**config.mk**
```make
export PLATFORM = sky130hd
export DESIGN_NAME = knn_ram
export DESIGN_NICKNAME = d
export VERILOG_FILES = /design/src/hdl/knn_match_counter_defines.svh /design/src/hdl/knn_ram.sv
export SDC_FILE = /design/constraint.sdc
export NUM_CORES = 2
export LEC_CHECK = 0
export ABC_AREA = 1
export CAP_MARGIN = 10
export CORE_MARGIN = 2
export CORE_UTILIZATION = 43
export DETAILED_ROUTE_END_ITERATION = 12
export DONT_BUFFER_PORTS = 1
export GPL_TIMING_DRIVEN = 0
export HOLD_SLACK_MARGIN = 0.03
export PLACE_DENSITY = 0.59
export SYNTH_ARGS = -nofsm -noshare
export SYNTH_HDL_FRONTEND = slang
export SYNTH_SLANG_ARGS = --single-unit
```
**constraint.sdc**
```tcl
create_clock -name i_clk -period 2.1 [get_ports i_clk]
set_input_delay 0.315 -clock i_clk [delete_from_list [all_inputs] [get_ports i_clk]]
set_output_delay 0.315 -clock i_clk [all_outputs]
set_load 0.01 [all_outputs]
```
**src/hdl/knn_match_counter_defines.svh**
```systemverilog
// knn_match_counter_defines.svh: assertion macros for the match counter.
// Used by knn_match_counter.sv; no other dependencies.
`ifndef KNN_MATCH_COUNTER_DEFINES_SVH
`define KNN_MATCH_COUNTER_DEFINES_SVH

// assert that a implies b on the same edge
`define KNN_ASSERT_IMP(label, clk, rst_n, a, b) \
    label: assert property (@(posedge clk) disable iff (!rst_n) (a) |-> (b)) \
        else $error("assertion failed");

// assert that a implies b on the next edge
`define KNN_ASSERT_NXT(label, clk, rst_n, a, b) \
    label: assert property (@(posedge clk) disable iff (!rst_n) (a) |=> (b)) \
        else $error("assertion failed");

`endif

```
**src/hdl/knn_ram.sv**
```systemverilog
// knn_ram.sv: generic single-port RAM with registered read.
// No dependencies.
module knn_ram #(
    parameter int WIDTH = 8,
    parameter int DEPTH = 256
) (
    input  logic                     i_clk,
    input  logic                     i_we,
    input  logic [$clog2(DEPTH)-1:0] i_addr,
    input  logic [WIDTH-1:0]         i_wdata,
    output logic [WIDTH-1:0]         o_rdata
);
    logic [WIDTH-1:0] r_mem [DEPTH];

    always_ff @(posedge i_clk) begin
        if (i_we) begin
            r_mem[i_addr] <= i_wdata;
        end
        o_rdata <= r_mem[i_addr];
    end
endmodule

```
==> impl_metrics.env <==
export IMPL_grt_pass1_wl_um=376000
export IMPL_port_buffers=0
export IMPL_holdPathEnd="r_mem[148][4]"
export IMPL_antenna_found_initial=15
export IMPL_wl_per_cell_um=24.0
export IMPL_crit_path_start_kind="input pin"
export IMPL_cts_sinks=2056
export IMPL_cp_required_ns=2.58
export IMPL_fin_crit_ns=2.26
export IMPL_synth_warnings=0
export IMPL_io_pins=26
export IMPL_setup_violations=643
export IMPL_netlist_area_sq_um=84900
export IMPL_slew_headroom_pct=7.69
export IMPL_overflow=0
export IMPL_hold_violations=1312
export IMPL_power_density_nw_per_um2=897
export IMPL_end_kind="flip-flop"
export IMPL_post_place_cells=10700
export IMPL_whs_path_depth=0
export IMPL_reg2regPathDepth=12
export IMPL_setup_ws_ns=-0.161
export IMPL_rrSetupSlack_ns=0.02
export IMPL_postSynthCellCount=8021
export IMPL_peakVddDrop_v=0.000968
export IMPL_drv_slew=0
export IMPL_avgViaCountPerCell=5.23
export IMPL_worstSetupPathType="in -> reg"
export IMPL_nets=8269
export IMPL_dp_hpwl_um=173000
export IMPL_die_w_um=448
export IMPL_syn_area_per_cell_sq_um=10.6
export IMPL_vias=57800
export IMPL_start_util_pct=43.1
export IMPL_place_gp_congestion=0.983
export IMPL_r2r_start="r_mem[148][0]"
export IMPL_worstPathArrival_ns=2.74
export IMPL_synth_fp_nets=8039
export IMPL_worstHoldStart="i_wdata[4]"
export IMPL_critPathMaxFanout=10
export IMPL_clockBufferDepth=3
export IMPL_hold_class="in -> reg"
export IMPL_groute_usage_overall_pct=26.2
export IMPL_numCtsBuffers=207
export IMPL_totalWireLength_um=266000
export IMPL_outcome="finished, violations left"
export IMPL_period_share_pct=108
export IMPL_first_iter_violations=7134
export IMPL_rsz0062_at_grt="yes"
export IMPL_violations="negative hold slack, negative setup slack"
export IMPL_grt_pass1_vias=54400
export IMPL_drc=0
export IMPL_grt_max_degree=257
export IMPL_synth_seq_cells=2056
export IMPL_cap_viol_max_count=0
export IMPL_netlist_cell_type_count=18
export IMPL_h_tree_depth=4
export IMPL_fillers=17800
export IMPL_tightest_slew_ns=1.38
export IMPL_dr_pass1_iters=6
export IMPL_clock_skew_ns=0.0258
export IMPL_fp_dieH_um=448
export IMPL_rows=163
export IMPL_cts_tree="done"
export IMPL_fin_tns_setup_ns=-39.73
export IMPL_clk_latency_ns=0.86
export IMPL_drive_above_1_share_pct=9.85
export IMPL_stdcell_count=11100
export IMPL_max_freq_ghz=0.442
export IMPL_die_area_sq_um=201000
export IMPL_p_leak_nw=37.7
export IMPL_core_area_sq_um=197000
export IMPL_worstReg2RegEnd="o_rdata[0]"
export IMPL_syn_to_final_growth_pct=13.9
export IMPL_root_buffer="clkbuf_16"
export IMPL_ys_seq_area_share_pct=72.7
export IMPL_ant_nets=0
export IMPL_clkTransAtPathRegs_ns=0.07
export IMPL_fin_hold_ws_ns=-0.422
==> state kept, by name, indices dropped and copies added, names as in the netlist <==
| register | flops |
|---|---|
| r_mem | 2048 |
| o_rdata | 8 |
==> cell usage after synthesis, drive strengths merged <==
| master | count | share of area (%) |
|---|---|---|
| nand2 | 4771 | 21 |
| dfxtp | 8 | 0.19 |
| o21ai | 160 | 0.94 |
| a21oi | 32 | 0.19 |
| nor2 | 362 | 1.6 |
| edfxtp | 2048 | 72 |
| nand3 | 188 | 1.1 |
| clkbuf | 170 | 0.75 |
| buf | 247 | 1.4 |
| inv | 35 | 0.16 |
==> how the worst max path moves through the flow <==
stage               endpoint  slack, ns  startpoint  cells after the start
6_report       r_mem[169][0]      -0.16        i_we                      4
3_3_place_gp   r_mem[130][6]      -2.17   i_addr[1]                     10
5_1_grt        r_mem[203][0]      -0.15        i_we                      4
3_5_place_dp   r_mem[129][3]      -2.12   i_addr[1]                      9
2_1_floorplan  r_mem[234][0]      -0.06   i_addr[1]                     10
4_1_cts        r_mem[246][5]      -0.20   i_addr[5]                      6
==> cells by family (layout without fill, tap and decap cells) <==
| group | Yosys count | count (layout) | share of synthesized area [%] |
|---|---|---|---|
| AO/OA/AOI/OAI | 192 | 192 | 1.13 |
| buffers and inverters | 452 | 848 | 2.36 |
| flip-flops | 2056 | 2056 | 72.7 |
| other | 0 | 6 | 0 |
| AND/OR/NAND/NOR | 5321 | 5321 | 23.8 |
==> final cells by class <==
type / instances / area [sq um] / area share (%)
Buffer: 417 / 2120 / 2.19
Tap cell: 2640 / 3300 / 3.42
Clock inverter: 113 / 1080 / 1.12
Clock buffer: 262 / 5530 / 5.73
Multi-Input combinational cell: 5513 / 22500 / 23.3
Antenna cell: 6 / 15.0 / 0.0155
Sequential cell: 2056 / 61700 / 63.8
Timing Repair Buffer: 21 / 274 / 0.284
Inverter: 35 / 136 / 0.141
==> critical path: stages <==
cell and delay, ns:
clkbuf_1 0.57, nand3_2 0.52, clkbuf_1 0.61, nor2_2 0.70
==> where the power goes <==
| part | switching [W] | internal [W] |
|---|---|---|
| sequential | 0.0000428 | 0.0452 |
| clock | 0.0158 | 0.0207 |
| combinational | 0.00384 | 0.00110 |
| total | 0.0197 | 0.0671 |
==> metal layers <==
metal / global-route usage (%) / vias to the layer above / wire length (um) / share of wire, %
met5: 0 / - / 22 / 0.0083
met4: 10.1 / 4 / 11000 / 4.1
met3: 5.46 / 431 / 23400 / 8.8
met2: 40.8 / 2256 / 120000 / 45
met1: 36.3 / 28200 / 111000 / 42
li1: - / 26900 / - / -
==> through the flow <==
stage | hold WS (ns) | setup slack [ns] | utilization (%) | cell area [sq um] | total power [W]
after floorplan | 0.414 | -0.0553 | - | 84900 | 0.0487
after global placement | 0.484 | -2.17 | 44.8 | 88200 | 0.0507
after detailed placement | 0.480 | -2.12 | 44.9 | 88300 | 0.0507
after CTS | -0.423 | -0.197 | 48.7 | 95900 | 0.0867
after global routing | -0.453 | -0.151 | 49.1 | 96600 | 0.0889
final | -0.422 | -0.161 | 49.1 | 96600 | 0.0867
==> layout by cell type, fill, tap and decap left out, drive strengths merged <==
cell type,netlist,final
a21oi,32,32
buf,247,254
bufinv,0,17
clkbuf,170,443
clkinv,0,77
clkinvlp,0,7
dfxtp,8,8
diode,0,6
dlygate4sd3,0,3
edfxtp,2048,2048
inv,35,47
nand2,4771,4771
nand3,188,188
nor2,362,362
o21ai,160,160
==> repair_timing <==
action | in CTS | in global routing
cloned | 0 | 1
pin swaps | 9 | 6
endpoints found under the hold margin | 2050 | 1710
hold buffers | 2 | 4
endpoints found under the setup margin | 1892 | 1274
setup buffers | 10 | 2
gates resized for setup | 305 | 200
Note: power is estimated with default switching activity, not from simulation.
